### config.mk
export PLATFORM = sky130hd
export DESIGN_NAME = ssd_queue
export DESIGN_NICKNAME = d
export VERILOG_FILES = /design/src/hdl/ssd_pkg.sv /design/src/hdl/ssd_queue.sv
export SDC_FILE = /design/constraint.sdc
export NUM_CORES = 1
export LEC_CHECK = 0
export BUFFER_PORTS_ARGS = -buffer_cell sky130_fd_sc_hd__buf_2
export CAP_MARGIN = 10
export CORE_ASPECT_RATIO = 0.7
export CORE_MARGIN = 8
export CORE_UTILIZATION = 45
export CTS_CLUSTER_SIZE = 8
export DETAILED_ROUTE_END_ITERATION = 16
export PLACE_DENSITY = 0.78
export SETUP_SLACK_MARGIN = 0.5
export SYNTH_ARGS = -nofsm -noshare
export SYNTH_HDL_FRONTEND = slang
export SYNTH_SLANG_ARGS = --single-unit
### constraint.sdc
create_clock -name clk -period 7.8 [get_ports clk]
set_clock_uncertainty 0.05 [all_clocks]
set_input_delay 0.78 -clock clk [delete_from_list [all_inputs] [get_ports clk]]
set_output_delay 0.78 -clock clk [all_outputs]
set_load 0.005 [all_outputs]
### src/hdl/ssd_pkg.sv
`timescale 1ns / 1ps
// ---------------------------------------------------------------------------
// Swept segment point distance package
// Shared widths, constants and item types of the block.
// ---------------------------------------------------------------------------
package ssd_pkg;

    localparam int FINE_BITS    = 21;
    localparam int COARSE_SHIFT = 5;
    localparam int Q8_ONE       = 256;
    localparam int DIST_BITS    = 42;
    localparam int POS_BITS     = 21;
    localparam int VEL_BITS     = 16;
    localparam int ALT_BITS     = 16;
    localparam int TGT_BITS     = 16;

    localparam int DIFFW = POS_BITS + COARSE_SHIFT + TGT_BITS;
    localparam int PW    = ((FINE_BITS > VEL_BITS) ? FINE_BITS : VEL_BITS) + 1;
    localparam int ZW    = ALT_BITS + 2;
    localparam int PRODW = PW + VEL_BITS;
    localparam int DOTW  = PRODW + 2;
    localparam int SEGW  = 2 * VEL_BITS;
    localparam int REMW  = SEGW + 1;
    localparam int QW    = 8;
    localparam int TW    = QW + 1;
    localparam int MW    = VEL_BITS + TW + 1;
    localparam int CW    = PW + 1;
    localparam int SQW   = 2 * CW;
    localparam int SUMW  = SQW + 2;
    localparam int EW    = (SUMW > DIST_BITS) ? SUMW : DIST_BITS;

    localparam logic [63:0] DIST_MAX = (64'd1 << DIST_BITS) - 64'd1;

    typedef struct packed {
        logic signed [PW-1:0]       px;
        logic signed [PW-1:0]       py;
        logic signed [ZW-1:0]       pz;
        logic signed [VEL_BITS-1:0] vx;
        logic signed [VEL_BITS-1:0] vy;
        logic signed [VEL_BITS-1:0] vz;
        logic                       zero_seg;
    } seg_item_t;

    typedef struct packed {
        seg_item_t       item;
        logic [SEGW-1:0] seg2;
        logic [REMW-1:0] rem;
        logic [QW-1:0]   quo;
        logic            bypass;
        logic [TW-1:0]   t_fix;
    } div_item_t;

    typedef struct packed {
        logic [DIST_BITS-1:0] dsq;
        logic [TW-1:0]        frac;
    } res_item_t;

endpackage

### src/hdl/ssd_queue.sv
`timescale 1ns / 1ps
// ---------------------------------------------------------------------------
// Decoupling queue
// Two-entry register queue between the front and back stages.
// ---------------------------------------------------------------------------
module ssd_queue
(
    input  logic               clk,
    input  logic               rst_n,
    input  logic               wr_en,
    input  ssd_pkg::seg_item_t wr_item,
    output logic               q_full,
    input  logic               rd_en,
    output logic               q_empty,
    output ssd_pkg::seg_item_t rd_item
);

    ssd_pkg::seg_item_t slot_reg [2];
    logic               wr_ptr_reg;
    logic               rd_ptr_reg;
    logic [1:0]         count_reg;
    logic [1:0]         count_next;
    logic               do_wr;
    logic               do_rd;

    assign q_full  = (count_reg == 2'd2);
    assign q_empty = (count_reg == 2'd0);
    assign do_wr   = wr_en && !q_full;
    assign do_rd   = rd_en && !q_empty;
    assign rd_item = slot_reg[rd_ptr_reg];

    always_comb
    begin
        count_next = count_reg;
        if (do_wr && !do_rd)
        begin
            count_next = count_reg + 2'd1;
        end
        else if (do_rd && !do_wr)
        begin
            count_next = count_reg - 2'd1;
        end
    end

    always_ff @(posedge clk or negedge rst_n)
    begin
        if (!rst_n)
        begin
            wr_ptr_reg <= 1'b0;
            rd_ptr_reg <= 1'b0;
            count_reg  <= 2'd0;
        end
        else
        begin
            count_reg <= count_next;
            if (do_wr)
            begin
                wr_ptr_reg <= !wr_ptr_reg;
            end
            if (do_rd)
            begin
                rd_ptr_reg <= !rd_ptr_reg;
            end
        end
    end

    always_ff @(posedge clk)
    begin
        if (do_wr)
        begin
            slot_reg[wr_ptr_reg] <= wr_item;
        end
    end

endmodule

==> run metrics <==
status finished clean; ordered cell list for the critical path buf_4, mux2_2, buf_2; setup TNS 0 ns; Yosys top cell by area edfxtp_1; die height 129 um; Critical Path Max Stage Delay 0.89 ns; crit path max fanout 59; Post-Syn Area 8230 um^2; area grow syn2layout 27.8%; CP bufs+invs 2; Worst-Skew Late Latency 0.46 ns; WP data arrival 2.69 ns; clock slew at reported path FFs 0.05 ns; largest net degree at the start of global routing 67; width of the chip 178 um; DP HPWL 11600 um; first drt pass iteration count 4; final wirelength 16900 um; Slowest-stage cell, CP dfrtp_4; DR WL/cell 19.6 um; Cell Rows 41; Final ANT Viol Nets 0; Remaining Overflow, GRT 0; initial antenna violation count 0; CTS tree built; fin cells 863; number of CTS-inserted buffers 34; clk buf depth 3; startpoint types register; GP Congestion 0.767; Slew @ Worst Pin 0.883 ns; reg2reg setup slack 5.16 ns; LEAKAGE 3.96 nW; # resized after CTS 0; CTS sink cnt 226; Via density 4.92; Max Cap Viol 0; post-synth cell types 15; part of the cycle the worst path needs 45.2%; Final WS setup 4.28 ns; Final Max Slew Viols 0; #FFs+latches synth 226; Final Hold Vio Count 0; cell count after synthesis 364; vias in the first global route 4742; Iteration-0 DRC Markers 219; pre-CTS WS 4.71 ns; total number of vias 4248; io pins 228; Worst setup startpoint rd_ptr_reg; Setup crit end kind output pin; RSZ-0062 raised after global routing false; CP required 6.97 ns; # setup viols final 0; min Tclk post-route 3.52 ns; CP endpoint rd_item[28]; Fillers 1332; top cell type's share of synthesized area 81.0%; Syn Nets 480; VDD IR-drop max 0.000199 V; Seq/Total Area, Yosys 82.3%; delay-heaviest family, CP flip-flops; FF-to-FF path depth 5; Synth area leaders edfxtp_1, mux2_2, dfrtp_1; first-pass GRT wire length 25700 um; final core utilization 58.5%; power density cells 380 nW/um^2; Setup CP Type register to output pin; Root Buffer clkbuf_16; hold buffers post-CTS 0; max FFs per register 222; Post-layout nets 735; FF-to-FF Start count_reg[0]; GRT Overall Usage 14.3%; Yosys Warn Count 0; postcts setup bufs 0; Hold Crit Class input port to async pin; port buffer count 227; Reg-to-Reg End slot_reg[0][27]; Inst Count DP 819; Crit path depth 3; H-Tree Depth 2; layout cells sized above 1 61.0%; Core Area 18000 um^2; Residual DRC 0; Peak Freq 0.284 GHz; Starting Density 45.8%; Die ar. 22900 um^2; syn avg cell area 22.6 um^2; Max-slew headroom 41.1%
==> synth_stat cells <==
cell type,number
edfxtp_1,222
mux2_2,111
buf_6,8
dfrtp_1,4
buf_2,3
nor2_1,3
xnor2_1,3
inv_1,2
xor2_1,2
and3_1,1
buf_4,1
ha_1,1
nand2_1,1
nand2b_1,1
o21ai_0,1
==> placed cells by master (no fill, tap or decap) <==
cell type / count
clkbuf_1: 6
buf_2: 227
mux2_2: 111
nor2_4: 1
nand2b_1: 1
clkbuf_16: 35
dfrtp_1: 3
inv_6: 1
nand2_1: 1
inv_1: 2
ha_1: 1
nor2_1: 2
dfrtp_4: 1
buf_4: 4
and3_4: 1
o21ai_0: 1
diode_2: 1
clkinv_4: 1
xor2_1: 2
edfxtp_1: 222
xnor2_1: 3
==> per-layer routing <==
metal / wire (um) / part of all wire, % / up-vias / GRT usage (%)
li1: - / - / 1951 / -
met1: 7010 / 41 / 2090 / 17.8
met2: 7850 / 46 / 186 / 22.7
met3: 1910 / 11 / 21 / 6.39
met4: 157 / 0.93 / 0 / 3.13
met5: 0 / 0 / - / 0
==> cell families (layout without fill, tap and decap cells) <==
group	after synthesis	after routing	share of synthesized area, %
buffers and inverters	14	276	1.46
AO/OA/AOI/OAI	1	1	0.0608
multiplexers	111	111	15.2
flip-flops	226	226	82.3
other	0	1	0
adder cells (fa/ha/maj)	1	1	0.152
XOR/XNOR	5	5	0.532
AND/OR/NAND/NOR	6	6	0.335
==> worst min path at each step <==
stage / endpoint / slack, ns / cells past startpoint
after floorplan: wr_ptr_reg / 0.41 / 1
after global placement: count_reg[1] / 0.45 / 1
after detailed placement: count_reg[1] / 0.47 / 1
after CTS: count_reg[0] / 0.04 / 1
after global routing: count_reg[0] / 0.04 / 1
final: count_reg[0] / 0.06 / 1
==> through the flow <==
step	power [mW]	area [um^2]	hold WS, ns
floorplan	2.41	8230	0.411
global placement	2.76	9590	0.451
detailed placement	2.79	9590	0.469
CTS	4.07	10500	0.0415
global route	4.20	10500	0.0424
finish	3.99	10500	0.0634
==> cell type report <==
type / count / area (um^2) / share of cell area [%]
Antenna cell: 1 / 2.50 / 0.0238
Clock buffer: 41 / 898 / 8.55
Clock inverter: 2 / 17.5 / 0.167
Inverter: 2 / 7.51 / 0.0714
Multi-Input combinational cell: 124 / 1350 / 12.9
Sequential cell: 226 / 6770 / 64.4
Tap cell: 236 / 295 / 2.81
Timing Repair Buffer: 231 / 1170 / 11.1
==> worst register-to-register path: cells and delay by family, from the launching register on <==
kind / cells / cell delay, ns
buffers and inverters: 2 / 1.29
and+or+nand+nor: 3 / 0.44
DFF: 1 / 0.42
==> where the power goes <==
part / leakage (nW) / internal [mW] / switching, mW
combinational: 1.41 / 0.487 / 0.477
clock: 0.447 / 0.796 / 0.443
sequential: 2.11 / 1.67 / 0.119
Note: power is estimated with default switching activity, not from simulation.
