### src/hdl/ssd_pkg.sv
`timescale 1ns / 1ps
// ---------------------------------------------------------------------------
// Swept segment point distance package
// Shared widths, constants and item types of the block.
// ---------------------------------------------------------------------------
package ssd_pkg;

    localparam int FINE_BITS    = 21;
    localparam int COARSE_SHIFT = 5;
    localparam int Q8_ONE       = 256;
    localparam int DIST_BITS    = 42;
    localparam int POS_BITS     = 21;
    localparam int VEL_BITS     = 16;
    localparam int ALT_BITS     = 16;
    localparam int TGT_BITS     = 16;

    localparam int DIFFW = POS_BITS + COARSE_SHIFT + TGT_BITS;
    localparam int PW    = ((FINE_BITS > VEL_BITS) ? FINE_BITS : VEL_BITS) + 1;
    localparam int ZW    = ALT_BITS + 2;
    localparam int PRODW = PW + VEL_BITS;
    localparam int DOTW  = PRODW + 2;
    localparam int SEGW  = 2 * VEL_BITS;
    localparam int REMW  = SEGW + 1;
    localparam int QW    = 8;
    localparam int TW    = QW + 1;
    localparam int MW    = VEL_BITS + TW + 1;
    localparam int CW    = PW + 1;
    localparam int SQW   = 2 * CW;
    localparam int SUMW  = SQW + 2;
    localparam int EW    = (SUMW > DIST_BITS) ? SUMW : DIST_BITS;

    localparam logic [63:0] DIST_MAX = (64'd1 << DIST_BITS) - 64'd1;

    typedef struct packed {
        logic signed [PW-1:0]       px;
        logic signed [PW-1:0]       py;
        logic signed [ZW-1:0]       pz;
        logic signed [VEL_BITS-1:0] vx;
        logic signed [VEL_BITS-1:0] vy;
        logic signed [VEL_BITS-1:0] vz;
        logic                       zero_seg;
    } seg_item_t;

    typedef struct packed {
        seg_item_t       item;
        logic [SEGW-1:0] seg2;
        logic [REMW-1:0] rem;
        logic [QW-1:0]   quo;
        logic            bypass;
        logic [TW-1:0]   t_fix;
    } div_item_t;

    typedef struct packed {
        logic [DIST_BITS-1:0] dsq;
        logic [TW-1:0]        frac;
    } res_item_t;

endpackage

### src/hdl/ssd_front.sv
`timescale 1ns / 1ps
// ---------------------------------------------------------------------------
// Front stage
// Accepts an item, forms wrapped deltas and the segment start offset.
// ---------------------------------------------------------------------------
module ssd_front
(
    input  logic                                    clk,
    input  logic                                    rst_n,
    input  logic                                    push,
    output logic                                    full,
    input  logic [ssd_pkg::POS_BITS-1:0]            round_x,
    input  logic [ssd_pkg::POS_BITS-1:0]            round_y,
    input  logic signed [ssd_pkg::ALT_BITS-1:0]     round_alt,
    input  logic signed [ssd_pkg::VEL_BITS-1:0]     vel_x,
    input  logic signed [ssd_pkg::VEL_BITS-1:0]     vel_y,
    input  logic signed [ssd_pkg::VEL_BITS-1:0]     vel_z,
    input  logic [ssd_pkg::TGT_BITS-1:0]            target_x,
    input  logic [ssd_pkg::TGT_BITS-1:0]            target_y,
    input  logic signed [ssd_pkg::ALT_BITS-1:0]     target_alt,
    output logic                                    out_valid,
    input  logic                                    out_ready,
    output ssd_pkg::seg_item_t                      out_item
);

    logic [ssd_pkg::DIFFW-1:0]            dx_full;
    logic [ssd_pkg::DIFFW-1:0]            dy_full;
    logic signed [ssd_pkg::FINE_BITS-1:0] ax;
    logic signed [ssd_pkg::FINE_BITS-1:0] ay;
    ssd_pkg::seg_item_t                   item_next;
    ssd_pkg::seg_item_t                   item_reg;
    logic                                 valid_reg;
    logic                                 valid_next;
    logic                                 load;

    assign dx_full = ssd_pkg::DIFFW'(round_x)
                   - (ssd_pkg::DIFFW'(target_x) << ssd_pkg::COARSE_SHIFT);
    assign dy_full = ssd_pkg::DIFFW'(round_y)
                   - (ssd_pkg::DIFFW'(target_y) << ssd_pkg::COARSE_SHIFT);
    assign ax = $signed(dx_full[ssd_pkg::FINE_BITS-1:0]);
    assign ay = $signed(dy_full[ssd_pkg::FINE_BITS-1:0]);

    always_comb
    begin
        item_next.px = ssd_pkg::PW'(ax) - ssd_pkg::PW'(vel_x);
        item_next.py = ssd_pkg::PW'(ay) - ssd_pkg::PW'(vel_y);
        item_next.pz = ssd_pkg::ZW'(round_alt) - ssd_pkg::ZW'(target_alt)
                     - ssd_pkg::ZW'(vel_z);
        item_next.vx = vel_x;
        item_next.vy = vel_y;
        item_next.vz = vel_z;
        item_next.zero_seg = (vel_x == '0) && (vel_y == '0) && (vel_z == '0);
    end

    assign full       = valid_reg && !out_ready;
    assign load       = push && !full;
    assign valid_next = load || (valid_reg && !out_ready);

    always_ff @(posedge clk or negedge rst_n)
    begin
        if (!rst_n)
        begin
            valid_reg <= 1'b0;
        end
        else
        begin
            valid_reg <= valid_next;
        end
    end

    always_ff @(posedge clk)
    begin
        if (load)
        begin
            item_reg <= item_next;
        end
    end

    assign out_valid = valid_reg;
    assign out_item  = item_reg;

endmodule

### config.mk
export PLATFORM = sky130hd
export DESIGN_NAME = ssd_front
export DESIGN_NICKNAME = d
export VERILOG_FILES = /design/src/hdl/ssd_pkg.sv /design/src/hdl/ssd_front.sv
export SDC_FILE = /design/constraint.sdc
export NUM_CORES = 1
export LEC_CHECK = 0
export BUFFER_PORTS_ARGS = -buffer_cell sky130_fd_sc_hd__buf_2
export CELL_PAD_IN_SITES_DETAIL_PLACEMENT = 1
export CELL_PAD_IN_SITES_GLOBAL_PLACEMENT = 2
export CORE_MARGIN = 2
export CORE_UTILIZATION = 31
export DETAILED_ROUTE_END_ITERATION = 10
export PLACE_DENSITY = 0.8
export SETUP_SLACK_MARGIN = 0.1
export SKIP_LAST_GASP = 1
export SLEW_MARGIN = 20
export SYNTH_ARGS = -nofsm -noshare
export SYNTH_HDL_FRONTEND = slang
export SYNTH_SLANG_ARGS = --single-unit
### constraint.sdc
create_clock -name clk -period 4.7 [get_ports clk]
set_clock_uncertainty 0.1 [all_clocks]
set_input_delay 0.47 -clock clk [delete_from_list [all_inputs] [get_ports clk]]
set_output_delay 0.47 -clock clk [all_outputs]
set_load 0.005 [all_outputs]
==> results of run 1 <==
## worst max-delay path: stages
cell,delay (ns)
buf_2,0.07
inv_1,0.03
ha_1,0.21
fa_1,0.47
nor2b_1,0.15
o21a_1,0.14
o21ai_0,0.11
a21oi_1,0.24
o21ai_0,0.11
nand2b_1,0.11
xor2_1,0.17
ha_1,0.33
a21o_1,0.19
a21o_1,0.17
a21o_1,0.21
or3_1,0.30
a211oi_1,0.18
nor3_1,0.09
xor2_1,0.14
## flip-flops by register name, summed over array words and instances, names as in the netlist
signal / cells
out_item: 111
out_valid: 1
## cell families (layout without fill, tap and decap cells)
family,count (synthesis),count (layout),synth area share
adders and majority gates,109,109,0.180
buffers and inverters,140,425,0.0626
xor gates and xnor gates,68,68,0.0709
AOI/OAI and AO/OA,204,204,0.166
other,0,1,0
and+or+nand+nor,198,198,0.121
DFF,112,112,0.400
## synthesized netlist by cell type, drive strengths merged, types with 13 or more instances
master / instances
inv: 137
edfxtp: 111
ha: 89
a21oi: 59
nor2: 51
xnor2: 51
o21ai: 42
nand2: 34
a21o: 22
fa: 20
o21a: 19
nor2b: 18
nand3: 17
nor3: 17
xor2: 17
nand2b: 13
nor4: 13
## worst max-delay path by stage
stage | to
floorplan | out_item[85]
finish | out_item[85]
global route | out_item[87]
global placement | out_item[85]
detailed placement | out_item[85]
CTS | out_item[85]
## layer usage
layer	vias up	routed length (um)	track usage
met5	-	0	0
met4	0	393	0.0547
met3	19	1150	0.0203
met2	197	13000	0.319
met1	3357	11600	0.233
li1	3529	-	-
## power by group through the flow
stage          Clock, mW  Combinational (mW)  Sequential [mW]
6_report           0.801                1.46             1.34
5_1_grt            0.864                1.63             1.35
4_1_cts            0.833                1.47             1.34
3_5_place_dp           0                1.46             1.36
3_3_place_gp           0                1.43             1.36
2_1_floorplan          0               0.949             1.38
## timing repair
action | 4_1_cts | 5_1_grt
hold endpoints to repair | 1 | 0
buffers inserted | 0 | 0
hold buffers | 1 | 0
setup endpoints to repair | 0 | 0
## stage by stage
step                      setup slack (ns)  power, mW  instances  hold WS (ns)  utilization
final                                0.787       3.59       1458         0.214        0.392
after global routing                 0.418       3.85       1458         0.193        0.392
after CTS                            0.765       3.64       1457         0.194        0.392
after detailed placement             0.377       2.82       1440         0.147        0.380
after global placement               0.453       2.79       1440         0.146        0.380
after floorplan                      0.892       2.33        831        0.0744            -
## cell type report
class	count	share of cell area
Antenna cell	1	0.000238
Clock buffer	9	0.0214
Clock inverter	7	0.00715
Inverter	137	0.0490
Multi-Input combinational cell	579	0.430
Sequential cell	112	0.320
Tap cell	341	0.0406
Timing Repair Buffer	272	0.132
==> flow_metrics.env, run 1 <==
export IMPL_outcome="finished clean"
export IMPL_netlist_instances=831
export IMPL_power_frac_comb=0.405
export IMPL_clk_pin_slew_ns=0.09
export IMPL_die_h_um=169
export IMPL_fin_area_mm2=0.0105
export IMPL_syn2layout_area_growth_pct=25.0
export IMPL_fmax_mhz=256
export IMPL_rsz0062_at_grt="false"
export IMPL_clock_path_buffers=2
export IMPL_htreeDepth=3
export IMPL_synth_distinct_cells=67
export IMPL_root_buffer="clkbuf_16"
export IMPL_via_per_inst=4.87
export IMPL_worstMarginPinSlew_ns=0.807
export IMPL_grt_pass1_vias=7312
export IMPL_cp_required_ns=4.70
export IMPL_r2r_end="out_item[68]"
export IMPL_power_per_cell_area_mw_per_mm2=342
export IMPL_netlist_area_mm2=0.00840
export IMPL_placed_area_mm2=0.0102
export IMPL_layout_commonest_cell="buf_2"
export IMPL_r2r_slack_ns=2.63
export IMPL_core_mm2=0.0268
export IMPL_critPathKind="input port to register"
export IMPL_cts_tree="built"
export IMPL_die_area_mm2=0.0284
export IMPL_synth_seq_cells=112
export IMPL_num_vias=7102
export IMPL_yosys_warnings=0
export IMPL_final_max_slew_viol_count=0
export IMPL_dr_pass1_iters=4
export IMPL_netSwitchingPower_mw=1.28
export IMPL_avgSynthCellArea_um2=10.1
export IMPL_antenna_found_initial=1
export IMPL_ant_nets=0
export IMPL_critPathLaunchType="input port"
export IMPL_clkLatencyLatePin_ns=0.35
export IMPL_rr_startpoint="out_valid"
export IMPL_async_reset_ff_frac=0.00893
export IMPL_finalCritPeriodShare=0.833
export IMPL_synth_edff_count=111
export IMPL_critPathArrivalTime_ns=3.92
export IMPL_gp_congestion=0.846
export IMPL_reg2reg_depth=3
export IMPL_hold_viol=0
export IMPL_die_w_um=169
export IMPL_post_cts_resized=0
export IMPL_port_buffers=270
export IMPL_fillers=3156
export IMPL_slew_headroom=0.462
export IMPL_cts_sinks=112
export IMPL_grt_max_degree=61
export IMPL_fin_nets=1378
export IMPL_hold_end="out_item[13]"
export IMPL_grt_pass1_wl_um=39900
export IMPL_grt_ovfl_total=0
export IMPL_holdPathStages=1
export IMPL_pwr_share_seq=0.372
export IMPL_crit_start="round_y[5]"
export IMPL_end_kind="register"
export IMPL_drive_above_1_share=0.275
export IMPL_cts_inserted_buffers=9
export IMPL_yosysTopAreaCell="edfxtp_1"
export IMPL_hp_start="vel_z[12]"
export IMPL_track_usage=0.181
export IMPL_rows=60
export IMPL_synth_seq_area_share=0.400
export IMPL_worst_hold_path_type="input port to register"
export IMPL_io_pins=271
export IMPL_multi_input_area_mm2=0.00452
export IMPL_p_leak_nw=4.92
export IMPL_synth_top_area_share=0.397
export IMPL_most_common_layout_cells="buf_2 (270), inv_1 (137), edfxtp_1 (111)"
export IMPL_dpl_hpwl_um=21700
export IMPL_switching_share=0.356
export IMPL_start_util=0.313
export IMPL_setup_violations=0
export IMPL_wl_um=26200
export IMPL_ir_worst_vdd_v=0.000159
export IMPL_drtIter0Drc=371
export IMPL_crit_path_max_fanout=7
export IMPL_regArea_mm2=0.00336
export IMPL_drv_cap=0
export IMPL_synth_net_count=1098
export IMPL_avgRoutedWirePerCell_um=17.9
export IMPL_fin_tns_setup_ns=0
export IMPL_p_int_mw=2.32
export IMPL_drc=0
export IMPL_synth_area_top_cells="edfxtp_1 (40%), ha_1 (13%), inv_1 (6.1%)"
export IMPL_p_clk_frac=0.223
export IMPL_finalCriticalPeriod_ns=3.91
export IMPL_synthFlopType="edfxtp_1"
No activity file was read; power rests on OpenSTA's default activity.
==> run 2: changes to the inputs <==
clock period = 4.06 ns   (was 4.7 ns; I/O delays follow)
==> run 2 against run 1 <==
Compared with the run above:
- clock-buffer cell count unchanged
- critical path depth unchanged
- first-iteration DRC count decreased by 40%
- critical endpoint unchanged
- largest power group unchanged
==> flow_metrics.env, run 2 (synthesized netlist as in run 1, its figures left out) <==
export IMPL_pre_cts_ws_ns=-0.0927
export IMPL_io_pins=271
export IMPL_track_usage=0.178
export IMPL_dr_pass1_iters=4
export IMPL_critPathLaunchType="input port"
export IMPL_grt_pass1_vias=7317
export IMPL_slew_headroom=0.476
export IMPL_most_common_layout_cells="buf_2 (270), inv_1 (137), edfxtp_1 (111)"
export IMPL_critPathArrivalTime_ns=3.75
export IMPL_dpl_hpwl_um=21800
export IMPL_grt_ovfl_total=0
export IMPL_r2r_end="out_item[25]"
export IMPL_holdPathStages=1
export IMPL_clkLatencyLatePin_ns=0.35
export IMPL_gp_congestion=0.821
export IMPL_switching_share=0.352
export IMPL_worst_hold_path_type="input port to register"
export IMPL_cp_required_ns=4.06
export IMPL_die_area_mm2=0.0284
export IMPL_power_per_cell_area_mw_per_mm2=394
export IMPL_setup_violations=0
export IMPL_slowest_stage="fa_1"
export IMPL_cts_tree="built"
export IMPL_p_int_mw=2.71
export IMPL_num_vias=7214
export IMPL_htreeDepth=3
export IMPL_end_kind="register"
export IMPL_placed_area_mm2=0.0103
export IMPL_netSwitchingPower_mw=1.47
export IMPL_r2r_slack_ns=2.02
export IMPL_rsz0062_at_grt="false"
export IMPL_rows=60
export IMPL_drv_cap=0
export IMPL_crit_path_max_incr_delay_ns=0.43
export IMPL_ir_worst_vdd_v=0.000197
export IMPL_layout_commonest_cell="buf_2"
export IMPL_drtIter0Drc=222
export IMPL_fmax_mhz=267
export IMPL_final_util=0.396
export IMPL_crit_path_cell_trace="buf_2 -> inv_1 -> ha_1 -> fa_1 -> nor2b_1 -> o21a_1 -> o21ai_0 -> a21oi_1 -> o21ai_0 -> nand2b_1 -> xor2_1 -> ha_1 -> a21o_1 -> a21o_1 -> a21o_1 -> or3_1 -> a211oi_1 -> nor3_1 -> xor2_1"
export IMPL_port_buffers=270
export IMPL_hold_end="out_item[8]"
export IMPL_cts_setup_buffers=0
export IMPL_fin_area_mm2=0.0106
export IMPL_reg2reg_depth=3
export IMPL_cts_sinks=112
export IMPL_wl_um=25700
export IMPL_p_leak_nw=5.00
export IMPL_clock_path_buffers=2
export IMPL_finalCriticalPeriod_ns=3.74
export IMPL_largest_reg_flops=111
export IMPL_syn2layout_area_growth_pct=26.4
export IMPL_die_h_um=169
export IMPL_worst_slack_ns=0.319
export IMPL_final_max_slew_viol_count=0
export IMPL_crit_path_frequent_cell="a21o_1"
export IMPL_fillers=3152
export IMPL_die_w_um=169
export IMPL_finalCritPeriodShare=0.922
export IMPL_hp_start="vel_z[7]"
export IMPL_power_mw=4.18
export IMPL_rr_startpoint="out_valid"
export IMPL_antenna_found_initial=2
export IMPL_ant_nets=0
export IMPL_start_util=0.313
export IMPL_power_frac_comb=0.408
export IMPL_grt_pass1_wl_um=39200
export IMPL_hold_viol=0
export IMPL_root_buffer="clkbuf_16"
export IMPL_drive_above_1_share=0.285
export IMPL_crit_path_max_fanout=2
export IMPL_worstMarginPinSlew_ns=0.786
export IMPL_pwr_share_seq=0.371
export IMPL_grt_max_degree=60
export IMPL_cts_inserted_buffers=9
export IMPL_core_mm2=0.0268
export IMPL_fin_nets=1393
export IMPL_critPathKind="input port to register"
export IMPL_via_per_inst=4.90
export IMPL_avgRoutedWirePerCell_um=17.5
export IMPL_outcome="finished clean"
export IMPL_drc=0
export IMPL_p_clk_frac=0.221
export IMPL_clk_pin_slew_ns=0.09
export IMPL_crit_family="compound AO/OA/AOI/OAI gates"
export IMPL_crit_buf_inv=2
run 2: metrics by stage:
step	hold WS, ns	cells	TNS, ns
final	0.144	1473	0
after global routing	0.135	1473	0
after CTS	0.136	1472	0
after detailed placement	0.0811	1455	-0.121
after global placement	0.0820	1455	0
after floorplan	0.0104	831	0
run 2: worst max-delay path by stage:
| stage | startpoint | endpoint | cells after the start |
|---|---|---|---|
| global route | round_y[5] | out_item[87] | 19 |
| floorplan | round_y[5] | out_item[85] | 18 |
| finish | round_y[5] | out_item[85] | 19 |
| CTS | round_y[5] | out_item[85] | 19 |
| global placement | round_y[5] | out_item[85] | 19 |
| detailed placement | round_y[5] | out_item[85] | 19 |
run 2: timing repair:
item,in CTS,in global routing
resized for setup,0,2
setup endpoints to repair,0,2
endpoints found under the hold margin,1,0
hold buffers,1,0
run 2: layout make-up:
type	count	area, um2	share of cell area
Antenna cell	1	2.50	0.000236
Clock buffer	9	225	0.0212
Clock inverter	7	73.8	0.00696
Inverter	137	514	0.0485
Multi-Input combinational cell	579	4520	0.426
Sequential cell	112	3360	0.316
Tap cell	341	427	0.0402
Timing Repair Buffer	287	1490	0.141
run 2: power groups by stage:
| stage | registers, mW | logic [mW] | clock network [mW] |
|---|---|---|---|
| after global routing | 1.57 | 1.91 | 0.986 |
| final | 1.55 | 1.71 | 0.922 |
| after CTS | 1.56 | 1.73 | 0.944 |
| after floorplan | 1.60 | 1.10 | 0 |
| after detailed placement | 1.58 | 1.71 | 0 |
| after global placement | 1.58 | 1.68 | 0 |
run 2: worst reg2reg max path, delay by kind of cell (launching register included):
kind | cells | cell delay, ns
buf+inv | 1 | 0.41
flops | 1 | 0.38
simple gates | 2 | 0.78
run 2: layer usage:
layer  up-vias  wire length [um]  track usage
met5         -                 0            0
met4         0               551       0.0532
met3        33              1100       0.0229
met2       201             12700        0.315
met1      3428             11400        0.226
li1       3552                 -            -
